[src/design/sdis_pkg.sv]
// Shared types for the stable depth insertion sorter.
// Holds the command and status structs between controller and datapath.
// No dependencies.
package sdis_pkg;

  localparam int unsigned IndexBits = 8;
  localparam int unsigned DepthBits = 16;

  typedef struct packed {
    logic insert;    // take the input item into the store
    logic pop;       // move the head entry to the output register
    logic overflow;  // overflow mark for the popped item
  } sdis_cmd_t;

  typedef struct packed {
    logic full;      // store holds MAX_ENTRIES entries
    logic one_left;  // store holds exactly one entry
  } sdis_status_t;

endpackage

[src/design/sdis_datapath.sv]
// Datapath of the stable depth insertion sorter: chain of compare-and-shift
// cells, entry count and output payload register.
// Depends on sdis_pkg.
module sdis_datapath #(
  parameter int unsigned MAX_ENTRIES = 16,
  parameter int unsigned KEY_BITS    = 16
) (
  input  logic                             clk,
  input  logic                             rst_n,
  input  sdis_pkg::sdis_cmd_t              cmd,
  output sdis_pkg::sdis_status_t           status,
  input  logic [sdis_pkg::IndexBits-1:0]   in_entry_index,
  input  logic signed [sdis_pkg::DepthBits-1:0] in_depth_key,
  output logic [sdis_pkg::IndexBits-1:0]   out_sorted_index,
  output logic signed [sdis_pkg::DepthBits-1:0] out_sorted_depth,
  output logic                             out_final_result,
  output logic                             out_overflow
);
  import sdis_pkg::*;

  localparam int unsigned CntBits = $clog2(MAX_ENTRIES + 1);

  logic [IndexBits-1:0]       idx_r [MAX_ENTRIES];
  logic signed [KEY_BITS-1:0] key_r [MAX_ENTRIES];
  logic [IndexBits-1:0]       idx_nxt [MAX_ENTRIES];
  logic signed [KEY_BITS-1:0] key_nxt [MAX_ENTRIES];
  logic [CntBits-1:0]         count_r, count_nxt;
  logic [MAX_ENTRIES-1:0]     gt;
  logic signed [KEY_BITS-1:0] new_key;
  logic signed [DepthBits-1:0] head_depth;

  logic [IndexBits-1:0]        sorted_index_r;
  logic signed [DepthBits-1:0] sorted_depth_r;
  logic                        final_r, overflow_r;

  // Cut or sign-extend the key to the stored width, and back for output.
  generate
    if (KEY_BITS < DepthBits) begin : g_narrow
      assign new_key    = in_depth_key[KEY_BITS-1:0];
      assign head_depth = DepthBits'(key_r[0]);
    end else begin : g_wide
      assign new_key    = KEY_BITS'(in_depth_key);
      assign head_depth = key_r[0][DepthBits-1:0];
    end
  endgenerate

  assign status.full     = (count_r == CntBits'(MAX_ENTRIES));
  assign status.one_left = (count_r == CntBits'(1));

  // Entries are sorted, so gt is a run of ones from the insert point upward.
  always_comb begin
    for (int k = 0; k < MAX_ENTRIES; k++) begin
      gt[k] = (CntBits'(k) < count_r) && (new_key < key_r[k]);
    end
  end

  always_comb begin
    count_nxt = count_r;
    for (int k = 0; k < MAX_ENTRIES; k++) begin
      idx_nxt[k] = idx_r[k];
      key_nxt[k] = key_r[k];
    end
    if (cmd.insert && !status.full) begin
      count_nxt = count_r + CntBits'(1);
      for (int k = 0; k < MAX_ENTRIES; k++) begin
        if (gt[k]) begin
          if (k == 0 || !gt[(k == 0) ? 0 : k-1]) begin
            idx_nxt[k] = in_entry_index;
            key_nxt[k] = new_key;
          end else begin
            idx_nxt[k] = idx_r[(k == 0) ? 0 : k-1];
            key_nxt[k] = key_r[(k == 0) ? 0 : k-1];
          end
        end else if (CntBits'(k) == count_r) begin
          // take the shifted top entry when the new one lands below it
          if (k != 0 && gt[(k == 0) ? 0 : k-1]) begin
            idx_nxt[k] = idx_r[(k == 0) ? 0 : k-1];
            key_nxt[k] = key_r[(k == 0) ? 0 : k-1];
          end else begin
            idx_nxt[k] = in_entry_index;
            key_nxt[k] = new_key;
          end
        end
      end
    end else if (cmd.pop) begin
      // advance the chain toward the head
      count_nxt = count_r - CntBits'(1);
      for (int k = 0; k < MAX_ENTRIES - 1; k++) begin
        idx_nxt[k] = idx_r[k+1];
        key_nxt[k] = key_r[k+1];
      end
    end
  end

  always_ff @(posedge clk) begin
    for (int k = 0; k < MAX_ENTRIES; k++) begin
      idx_r[k] <= idx_nxt[k];
      key_r[k] <= key_nxt[k];
    end
    if (!rst_n) begin
      count_r <= '0;
    end else begin
      count_r <= count_nxt;
    end
  end

  always_ff @(posedge clk) begin
    if (cmd.pop) begin
      sorted_index_r <= idx_r[0];
      sorted_depth_r <= head_depth;
      final_r        <= status.one_left;
      overflow_r     <= cmd.overflow;
    end
  end

  assign out_sorted_index = sorted_index_r;
  assign out_sorted_depth = sorted_depth_r;
  assign out_final_result = final_r;
  assign out_overflow     = overflow_r;

endmodule

[src/design/sdis_ctrl.sv]
// Controller of the stable depth insertion sorter: load/emit sequencing,
// drop tracking and output valid.
// Depends on sdis_pkg.
module sdis_ctrl (
  input  logic                   clk,
  input  logic                   rst_n,
  input  logic                   in_valid,
  output logic                   in_ready,
  input  logic                   in_last_entry,
  output logic                   out_valid,
  input  logic                   out_ready,
  output sdis_pkg::sdis_cmd_t    cmd,
  input  sdis_pkg::sdis_status_t status
);
  import sdis_pkg::*;

  typedef enum logic {
    ST_LOAD,
    ST_EMIT
  } state_t;

  state_t state_r, state_nxt;
  logic   dropped_r, dropped_nxt;
  logic   out_valid_r, out_valid_nxt;
  logic   in_fire, slot_free;

  assign in_ready  = (state_r == ST_LOAD);
  assign in_fire   = in_valid && in_ready;
  assign slot_free = !out_valid_r || out_ready;
  assign out_valid = out_valid_r;

  always_comb begin
    state_nxt     = state_r;
    dropped_nxt   = dropped_r;
    out_valid_nxt = out_valid_r && !out_ready;
    cmd.insert    = 1'b0;
    cmd.pop       = 1'b0;
    cmd.overflow  = dropped_r;
    unique case (state_r)
      ST_LOAD: begin
        if (in_fire) begin
          cmd.insert  = 1'b1;
          dropped_nxt = dropped_r || status.full;
          if (in_last_entry) begin
            state_nxt = ST_EMIT;
          end
        end
      end
      ST_EMIT: begin
        if (slot_free) begin
          cmd.pop       = 1'b1;
          out_valid_nxt = 1'b1;
          if (status.one_left) begin
            state_nxt   = ST_LOAD;
            dropped_nxt = 1'b0;
          end
        end
      end
      default: begin
        state_nxt = ST_LOAD;
      end
    endcase
  end

  always_ff @(posedge clk) begin
    if (!rst_n) begin
      state_r     <= ST_LOAD;
      dropped_r   <= 1'b0;
      out_valid_r <= 1'b0;
    end else begin
      state_r     <= state_nxt;
      dropped_r   <= dropped_nxt;
      out_valid_r <= out_valid_nxt;
    end
  end

endmodule

[src/design/stable_depth_insertion_sorter.sv]
// Stable depth insertion sorter, top level.
// Instantiates sdis_ctrl and sdis_datapath; depends on sdis_pkg.
//
// Usage: send a set of entries on the in_ channel (valid/ready), each with
// an index and a signed depth key; mark the final entry with in_last_entry.
// Each accepted item is inserted by a chain of compare-and-shift cells,
// ahead of the first stored entry with a strictly greater key, so equal
// keys keep arrival order. Loading runs at one item per cycle.
// After the last item the block emits every stored entry in ascending key
// order on the out_ channel, one item per cycle while out_ready is high;
// out_final_result marks the final item and out_overflow is set on all items
// of a set in which entries beyond MAX_ENTRIES were dropped. The first result
// is popped into the output register once the emit state has a free output
// slot. in_ready is low while the N entries move into the output register;
// the emit pace is set by that single output register and the receiver.
// A stall on out_ready holds the output item and pauses the emit; the next
// set may start loading while the final item still waits.
// Reset (rst_n low, synchronous) empties the store and drops any pending
// output. MAX_ENTRIES sets the cell count, KEY_BITS the stored key width.
module stable_depth_insertion_sorter #(
  parameter int unsigned MAX_ENTRIES = 16,
  parameter int unsigned KEY_BITS    = 16
) (
  input  logic                                  clk,
  input  logic                                  rst_n,
  input  logic                                  in_valid,
  output logic                                  in_ready,
  input  logic [sdis_pkg::IndexBits-1:0]        in_entry_index,
  input  logic signed [sdis_pkg::DepthBits-1:0] in_depth_key,
  input  logic                                  in_last_entry,
  output logic                                  out_valid,
  input  logic                                  out_ready,
  output logic [sdis_pkg::IndexBits-1:0]        out_sorted_index,
  output logic signed [sdis_pkg::DepthBits-1:0] out_sorted_depth,
  output logic                                  out_final_result,
  output logic                                  out_overflow
);
  import sdis_pkg::*;

  sdis_cmd_t    cmd;
  sdis_status_t status;

  sdis_ctrl u_ctrl (
    .clk           (clk),
    .rst_n         (rst_n),
    .in_valid      (in_valid),
    .in_ready      (in_ready),
    .in_last_entry (in_last_entry),
    .out_valid     (out_valid),
    .out_ready     (out_ready),
    .cmd           (cmd),
    .status        (status)
  );

  sdis_datapath #(
    .MAX_ENTRIES (MAX_ENTRIES),
    .KEY_BITS    (KEY_BITS)
  ) u_datapath (
    .clk              (clk),
    .rst_n            (rst_n),
    .cmd              (cmd),
    .status           (status),
    .in_entry_index   (in_entry_index),
    .in_depth_key     (in_depth_key),
    .out_sorted_index (out_sorted_index),
    .out_sorted_depth (out_sorted_depth),
    .out_final_result (out_final_result),
    .out_overflow     (out_overflow)
  );

endmodule
[config.mk]
export PLATFORM = sky130hd
export DESIGN_NAME = stable_depth_insertion_sorter
export DESIGN_NICKNAME = d
export VERILOG_FILES = /design/src/design/sdis_pkg.sv /design/src/design/sdis_datapath.sv /design/src/design/sdis_ctrl.sv /design/src/design/stable_depth_insertion_sorter.sv
export SDC_FILE = /design/constraint.sdc
export NUM_CORES = 1
export LEC_CHECK = 0
export BUFFER_PORTS_ARGS = -buffer_cell sky130_fd_sc_hd__clkbuf_2
export CAP_MARGIN = 40
export CORE_MARGIN = 2
export CORE_UTILIZATION = 63
export CTS_CLUSTER_DIAMETER = 200
export DETAILED_ROUTE_END_ITERATION = 6
export GPL_TIMING_DRIVEN = 1
export PLACE_DENSITY = 0.8
export SYNTH_ARGS = -nofsm -noshare
export SYNTH_HDL_FRONTEND = slang
export SYNTH_SLANG_ARGS = --single-unit
[constraint.sdc]
create_clock -name clk -period 11.8 [get_ports clk]
set_input_delay 2.36 -clock clk [delete_from_list [all_inputs] [get_ports clk]]
set_output_delay 2.36 -clock clk [all_outputs]
set_load 0.01 [all_outputs]
==> Yosys cells after proc, flatten, opt, wreduce, memory -nomap -nowiden <==
Memory sizes are Yosys's and may differ from the RTL's.
Cells that the tools add are included.
W data, S select, Z words.
{ "op_classes": {"addsub": 2, "multipliers": 0, "div_mod_pow": 0, "order_cmp": 32, "n_eq_ne": 20, "shift": 0, "muxes": 117, "bitwise": 1, "reduce_logical": 27} }
{ "op_table": {"columns": ["operator", "n"], "rows": [
  ["$mux W16", 48],
  ["$mux W240", 2],
  ["$mux W8", 48],
  ["$lt A16 B16 Y1", 16],
  ["$mux W120", 2],
  ["$eq A4 B5 Y1 const A", 8],
  ["$lt A4 B5 Y1 const A", 8],
  ["$eq A3 B5 Y1 const A", 4],
  ["$lt A3 B5 Y1 const A", 4],
  ["$logic_and A1 B1 Y1", 19],
  ["$mux W1", 13],
  ["$eq A2 B5 Y1 const A", 2],
  ["$lt A1 B5 Y1 const A", 2],
  ["$lt A2 B5 Y1 const A", 2],
  ["$mux W5", 2],
  ["$ne A2 B2 Y1 const B", 3],
  ["$add A5 B1 Y5 const B", 1],
  ["$eq A1 B5 Y1 const A", 1],
  ["$eq A5 B1 Y1 const B", 1],
  ["$eq A5 B5 Y1 const B", 1],
  ["$logic_not A5 Y1", 1],
  ["$sub A5 B1 Y5 const B", 1],
  ["$pmux W1 S2", 2],
  ["$logic_not A1 Y1", 3],
  ["other kinds (4)", 5]
]} }
{ "totals": {"register_bits": 34, "latch_bits": 0, "ram_bits": 384, "mem_bits_ro": 0, "in_bits": 29, "output_inout_bits": 28, "word_cells": 209, "n_memories": 2} }
{ "memory_table": {"columns": ["memory", "words", "width", "rd", "rd_ports_with_merged_regs", "wr", "line", "rtl"], "rows": [
  ["u_datapath.key_r", 16, 16, 16, 0, 16, "sdis_datapath.sv:24", "logic signed [KEY_BITS-1:0] key_r [MAX_ENTRIES];"],
  ["u_datapath.idx_r", 16, 8, 16, 0, 16, "sdis_datapath.sv:23", "logic [IndexBits-1:0] idx_r [MAX_ENTRIES];"]
]} }

==> Logic depth before layout (Yosys ltp) <==
Gate-level depths: netlist (run 1).
{ "depth": {"ltp_word": 6, "ltp_mapped": 11, "depth_no_buf": 9} }

==> Modules after synthesis <==
Synthesis (run 1) repeated with hierarchy kept, for this count alone.
{ "hier_totals": {"hier_cells": 2627, "hier_area_um2": 27149.8} }
{ "by_module_without_submodules": {"columns": ["mod", "instances", "cells_per_inst", "area_each_um2", "seq_area_each_um2"], "rows": [
  ["sdis_datapath", 1, 2611, 27013.4, 12411.9],
  ["sdis_ctrl", 1, 16, 136.4, 60.1]
]} }

==> Worst setup path after synthesis (run 1) <==
No wires, ideal clock.
{ "synth_timing": {"path_type": "input to register", "from": "input in_depth_key[9] (netlist bit)", "to": "memory u_datapath.idx_r[3][0], in the netlist u_datapath.idx_r[0][24], enable pin", "setup_time_ps": 438, "arrival_ps": 5664, "required_time_ps": 11362, "setup_slack_ps": 5697, "stages": 9, "path_buffers": 1, "path_cell_list": "ha_1 > a21o_1 > a21o_1 > a211oi_1 > o221a_2 > o31ai_4 > buf_2 > a21boi_0 > o21ai_0"} }
{ "synth_lines": {"columns": ["item", "line", "rtl"], "rows": [
  ["from (decl)", "stable_depth_insertion_sorter.sv:29", "input logic signed [sdis_pkg::DepthBits-1:0] in_depth_key,"],
  ["to (decl)", "sdis_datapath.sv:23", null]
]} }

==> flow_summary.json, run 1 <==
{
  "hold_buffers": 0,
  "synth_area_leaders": "edfxtp_1, ha_1, mux2i_1, nand2_1, o21ai_0",
  "p_per_area_nw_per_um2": 166,
  "ys_warn_count": 0,
  "p_int_mw": 3.31,
  "hold_viol_final": 0,
  "final_antenna_net_count": 0,
  "cp_data_required_time_ns": 12.07,
  "drc": 0,
  "leakage_nw": 14.0,
  "dpl.hpwl_um": 46100,
  "finalSetupTns_ns": 0,
  "fin_worst_skew_ns": 0.0166,
  "yosysTopAreaCellShare": 0.455,
  "antenna_found_initial": 0,
  "grt_max_degree": 108,
  "synth_seq_cells": 418,
  "cts_setup_buffers": 0,
  "avgViaCountPerCell": 6.31,
  "arrival_ns": 5.65,
  "cts_tree": "built",
  "dieArea_um2": 44600,
  "switchingPower_mw": 1.57,
  "area_growth_pct": 8.67,
  "wirelength_um": 66200,
  "layout-drive-gt1-share": 0.0905,
  "die_h_um": 211,
  "cp-start-kind": "input pin",
  "htree_levels": 2,
  "crit_fanout": 32,
  "placementRows": 75,
  "rsz0062_at_grt": "false",
  "post_drt_wl_per_cell_um": 20.7,
  "cts-buffers-inserted": 47,
  "yosysUniqueCellTypes": 69,
  "swShare": 0.321,
  "die_w_um": 211,
  "finalMaxSlewViolations": 0,
  "fp.coreArea_um2": 42100,
  "utilization": 0.697,
  "synthTopCellsByCount": "edfxtp_1, nand2_1, mux2i_1, o21ai_0, inv_1",
  "grt_pass1_vias": 20465,
  "worst_pin_slew_ns": 0.980,
  "initial_core_util": 0.642,
  "run_status": "complete, no violations",
  "synth_area_um2": 27000,
  "grt_remaining_overflow": 0,
  "use_met1": 0.392,
  "vias": 20222,
  "clk_pin_slew_ns": 0.06,
  "synth_edf_count": 410,
  "cts.sinks": 418,
  "use_met3": 0.0445,
  "num_antenna_cells": 0,
  "fin_cells": 3203,
  "fin_nets": 2901,
  "fmax_mhz": 186,
  "cts_root_buffer": "clkbuf_16",
  "synth_flop_cell": "edfxtp_1",
  "synth_area_leader_cell": "edfxtp_1",
  "ir_worst_vdd_mv": 0.138,
  "grt_first_pass_wirelength_um": 106000,
  "maxCapViolations": 0,
  "ios": 57,
  "ys_seq_area_frac": 0.461,
  "clock_latency_ns": 0.60,
  "gp_congestion": 0.872,
  "dr.pass1.iters": 6,
  "p_seq_frac": 0.438,
  "hold_class": "flop to flop",
  "period_needed_ns": 5.38,
  "syn-instance-count": 2620,
  "clockBufferDepth": 3,
  "drt_first_iter_violations": 2017,
  "cts_resized": 0,
  "dp.cells": 3117,
  "synth.avg_cell_area_um2": 10.3,
  "path_class": "input pin to flop",
  "synth_fp_nets": 2894,
  "track_usage": 0.298,
  "critPathCaptureType": "flop",
  "yosysMostFrequentCell": "edfxtp_1",
  "period_share": 0.456,
  "met2_usage": 0.499,
  "grt-busiest-layer": "met2",
  "slew_headroom": 0.346,
  "synth-async-reset-ratio": 0,
  "pwr-share-comb": 0.261,
  "setup_viol": 0,
  "numPortBuffers": 56,
  "pwr-share-clk": 0.302
}
==> per-layer routing <==
layer | up-vias | wire [µm]
met4 | 0 | 2160
met3 | 159 | 4270
met2 | 811 | 31600
met1 | 9763 | 28100
li1 | 9489 | -
met5 | - | 0
==> through the flow <==
step | setup slack [ns] | total power [mW] | area [µm²] | hold slack [ns]
global route | 6.30 | 5.10 | 29400 | 0.467
floorplan | 5.70 | 3.01 | 27000 | 0.409
detailed placement | 5.89 | 3.40 | 27900 | 0.433
CTS | 6.47 | 4.87 | 29400 | 0.454
finish | 6.42 | 4.88 | 29400 | 0.453
global placement | 5.25 | 3.31 | 27700 | 0.435
==> flip-flops by register name (all words and copies together), names as in the netlist <==
name / count
u_datapath.out_final_result: 1
u_datapath.out_sorted_depth: 16
u_datapath.key_r: 256
u_ctrl.out_valid: 1
u_datapath.out_overflow: 1
u_ctrl.dropped_r: 1
u_datapath.idx_r: 128
u_datapath.count_r: 5
u_ctrl.state_r: 1
u_datapath.out_sorted_index: 8
==> cells in the final DEF (no fill, tap or decap), drive strengths merged, types with 4 or more instances in the layout <==
master	Yosys	routed
o31ai	5	5
nor2b	9	9
and3	14	14
clkinv	0	17
nand2b	24	24
a21o	50	50
a22oi	15	15
or3	9	9
buf	49	59
and4	13	13
o211ai	13	13
bufinv	0	5
mux2	25	25
a21oi	86	86
a221o	5	5
a211oi	10	10
nand3	25	25
nand4	20	20
and2	7	7
o21ai	381	381
nor4	8	8
a41oi	8	8
a211o	4	4
nor2	33	33
nand2	383	383
a221oi	6	6
o31a	5	5
clkbuf	108	118
ha	245	245
edfxtp	410	410
dfxtp	8	8
inv	255	257
a31oi	36	36
mux2i	305	305
a2111oi	8	8
==> cell type report <==
cell class / instances / area [µm²]
inverters: 255 / 957
multi-input cells: 1790 / 12900
clock inverters: 24 / 255
fillers: 3011 / 12800
repair buffers: 115 / 840
flip-flops and latches: 418 / 12500
well taps: 539 / 674
clock buffers: 62 / 1250
==> kinds of logic after synthesis <==
group / Yosys count / share of synthesized area
flip-flops: 418 / 0.461
buffers and inverters: 412 / 0.0649
XOR/XNOR: 4 / 0.00130
multiplexers: 330 / 0.124
adder cells (fa/ha/maj): 245 / 0.113
AO/OA/AOI/OAI: 650 / 0.142
AND/OR/NAND/NOR: 561 / 0.0932
==> critical path, stage by stage <==
cell and delay, ns:
clkbuf_2 0.08, buf_4 0.38, ha_1 0.34, a41oi_1 0.23
o21ai_0 0.12, a221o_1 0.40, o31ai_1 0.23, or3b_1 0.42
a31oi_2 0.66, buf_4 0.39
==> worst paths after layout <==
kind / startpoint / endpoint / slack (ns) / cells past startpoint
worst max-delay path: in_depth_key[9] / u_datapath.key_r[2][61] / 6.42 / 10
worst max register to register: u_datapath.count_r[1] / u_datapath.key_r[3][13] / 7.82 / 7
worst min register to register: u_datapath.idx_r[0][6] / u_datapath.out_sorted_index[6] / 0.45 / 0
worst min-delay path: u_datapath.idx_r[0][6] / u_datapath.out_sorted_index[6] / 0.45 / 0
==> power groups by stage <==
stage | registers (mW) | logic [mW] | clock network, mW
3_5_place_dp | 2.16 | 1.25 | 0
4_1_cts | 2.13 | 1.26 | 1.49
5_1_grt | 2.16 | 1.41 | 1.54
6_report | 2.14 | 1.27 | 1.47
3_3_place_gp | 2.14 | 1.16 | 0
2_1_floorplan | 2.10 | 0.907 | 0
Power figures use the tool's default switching activity.
==> run 2: changes to the inputs <==
- clock period: 11.8 -> 5.6 ns (I/O delays scaled with it)
==> flow_summary.json, run 2 (same netlist as run 1, synthesis figures left out) <==
{
  "crit_chain": "clkbuf_2 > ha_1 > and3_1 > a221oi_1 > a21oi_1 > a2111oi_4 > mux2i_4 > buf_4 > mux2i_1 > o21ai_0",
  "cts_root_buffer": "clkbuf_16",
  "cp-start-kind": "input pin",
  "hold_class": "flop to flop",
  "worst_pin_slew_ns": 0.981,
  "clk_pin_slew_ns": 0.06,
  "antenna_found_initial": 0,
  "drt_first_iter_violations": 1896,
  "min_to": "u_datapath.out_sorted_index[6]",
  "die_w_um": 211,
  "period_needed_ns": 4.04,
  "crit_fanout": 24,
  "cts_setup_buffers": 0,
  "placementRows": 75,
  "grt_pass1_vias": 20345,
  "period_share": 0.721,
  "final_cell_mix": "edfxtp_1, nand2_1, mux2i_1, o21ai_0, inv_1",
  "placed_cell_area_um2": 27800,
  "dpl.hpwl_um": 47500,
  "cts.sinks": 418,
  "hold_ws_ns": 0.476,
  "power_mw": 10.1,
  "mostFrequentLayoutCell": "edfxtp_1",
  "fp.coreArea_um2": 42100,
  "fin_area_um2": 29300,
  "hold_viol_final": 0,
  "grt_max_degree": 176,
  "r2r_cells": 8,
  "arrival_ns": 4.32,
  "run_status": "complete, no violations",
  "p_seq_frac": 0.445,
  "worst_path_largest_cell_delay_ns": 0.56,
  "leakage_nw": 14.0,
  "fin_nets": 2903,
  "fmax_mhz": 248,
  "fin_worst_skew_ns": 0.0134,
  "switchingPower_mw": 3.26,
  "clock_latency_ns": 0.59,
  "track_usage": 0.298,
  "avgViaCountPerCell": 6.31,
  "num_antenna_cells": 0,
  "slew_headroom": 0.346,
  "gp_congestion": 0.894,
  "top_register": "u_datapath.key_r",
  "layout-drive-gt1-share": 0.0919,
  "reg2reg_slack_ns": 1.90,
  "grt_remaining_overflow": 0,
  "utilization": 0.695,
  "drc": 0,
  "p_int_mw": 6.86,
  "dr.pass1.iters": 6,
  "wirelength_um": 66200,
  "ir_worst_vdd_mv": 0.310,
  "grt_first_pass_wirelength_um": 106000,
  "setup_viol": 0,
  "post_drt_wl_per_cell_um": 20.6,
  "hold_path.startpoint": "u_datapath.idx_r[0][6]",
  "regToRegEndpoint": "u_datapath.idx_r[0][11]",
  "rsz0062_at_grt": "false",
  "final_antenna_net_count": 0,
  "maxCapViolations": 0,
  "cts_tree": "built",
  "largest_reg_flops": 256,
  "finalMaxSlewViolations": 0,
  "whs_path_depth": 0,
  "area_growth_pct": 8.29,
  "cp_data_required_time_ns": 5.89,
  "swShare": 0.323,
  "numPortBuffers": 56,
  "critPathCaptureType": "flop",
  "finalSetupTns_ns": 0,
  "cts_resized": 0,
  "pwr-share-clk": 0.292,
  "dieArea_um2": 44600,
  "hold_buffers": 0,
  "clockBufferDepth": 3,
  "ios": 57,
  "pwr-share-comb": 0.263,
  "p_per_area_nw_per_um2": 346,
  "path_class": "input pin to flop",
  "cts-buffers-inserted": 46,
  "crit_slowest_cell": "clkbuf_2",
  "htree_levels": 2,
  "die_h_um": 211,
  "initial_core_util": 0.642,
  "vias": 20227,
  "rr_startpoint": "u_datapath.count_r[1]"
}
==> run 2: cell types whose count changed in the layout (fill, tap and decap cells not counted), sizes merged <==
cell	before	now
clkbuf	118	114
buf	59	62
clkinv	17	23
bufinv	5	2
==> run 2: worst max-delay path: cells and delay by family <==
kind / cells / cell delay (ns)
AOI/OAI and AO/OA: 4 / 1.02
buffers and inverters: 2 / 0.98
muxes: 2 / 0.56
adders and majority gates: 1 / 0.37
and+or+nand+nor: 1 / 0.23
==> run 2: layout make-up <==
cell class | count | area, µm²
Clock buffer | 58 | 1270
Inverter | 255 | 957
Multi-Input combinational cell | 1790 | 12900
Tap cell | 539 | 674
Fill cell | 3040 | 12900
Sequential cell | 418 | 12500
Timing Repair Buffer | 118 | 803
Clock inverter | 27 | 174
==> run 2: power groups by stage <==
| stage | Combinational (mW) | Sequential, mW | Clock, mW |
|---|---|---|---|
| floorplan | 1.91 | 4.42 | 0 |
| global placement | 2.44 | 4.52 | 0 |
| detailed placement | 2.60 | 4.55 | 0 |
| CTS | 2.63 | 4.49 | 2.99 |
| global route | 2.94 | 4.55 | 3.11 |
| finish | 2.66 | 4.50 | 2.96 |
==> run 2: metrics by stage <==
| stage | setup slack, ns | instances |
|---|---|---|
| finish | 1.56 | 3205 |
| CTS | 1.65 | 3205 |
| global route | 1.44 | 3205 |
| global placement | 1.05 | 3118 |
| floorplan | 0.737 | 2620 |
| detailed placement | 1.03 | 3120 |
==> run 2: worst max-delay path by stage <==
stage / from / to / slack, ns / depth (start not counted)
after floorplan: in_depth_key[9] / u_datapath.idx_r[0][24] / 0.74 / 9
after global placement: in_depth_key[9] / u_datapath.idx_r[0][13] / 1.05 / 9
after detailed placement: in_depth_key[9] / u_datapath.idx_r[0][13] / 1.03 / 10
after CTS: in_depth_key[9] / u_datapath.idx_r[0][13] / 1.65 / 10
after global routing: in_depth_key[10] / u_datapath.key_r[2][1] / 1.44 / 11
final: in_depth_key[9] / u_datapath.key_r[3][33] / 1.56 / 10
==> run 2: per-layer routing <==
metal / share of wire / global-route usage / vias up / routed length [µm]
li1: - / - / 9507 / -
met1: 0.43 / 0.398 / 9737 / 28200
met2: 0.48 / 0.493 / 852 / 31400
met3: 0.068 / 0.0443 / 131 / 4520
met4: 0.030 / 0.117 / 0 / 1980
met5: 0 / 0 / - / 0
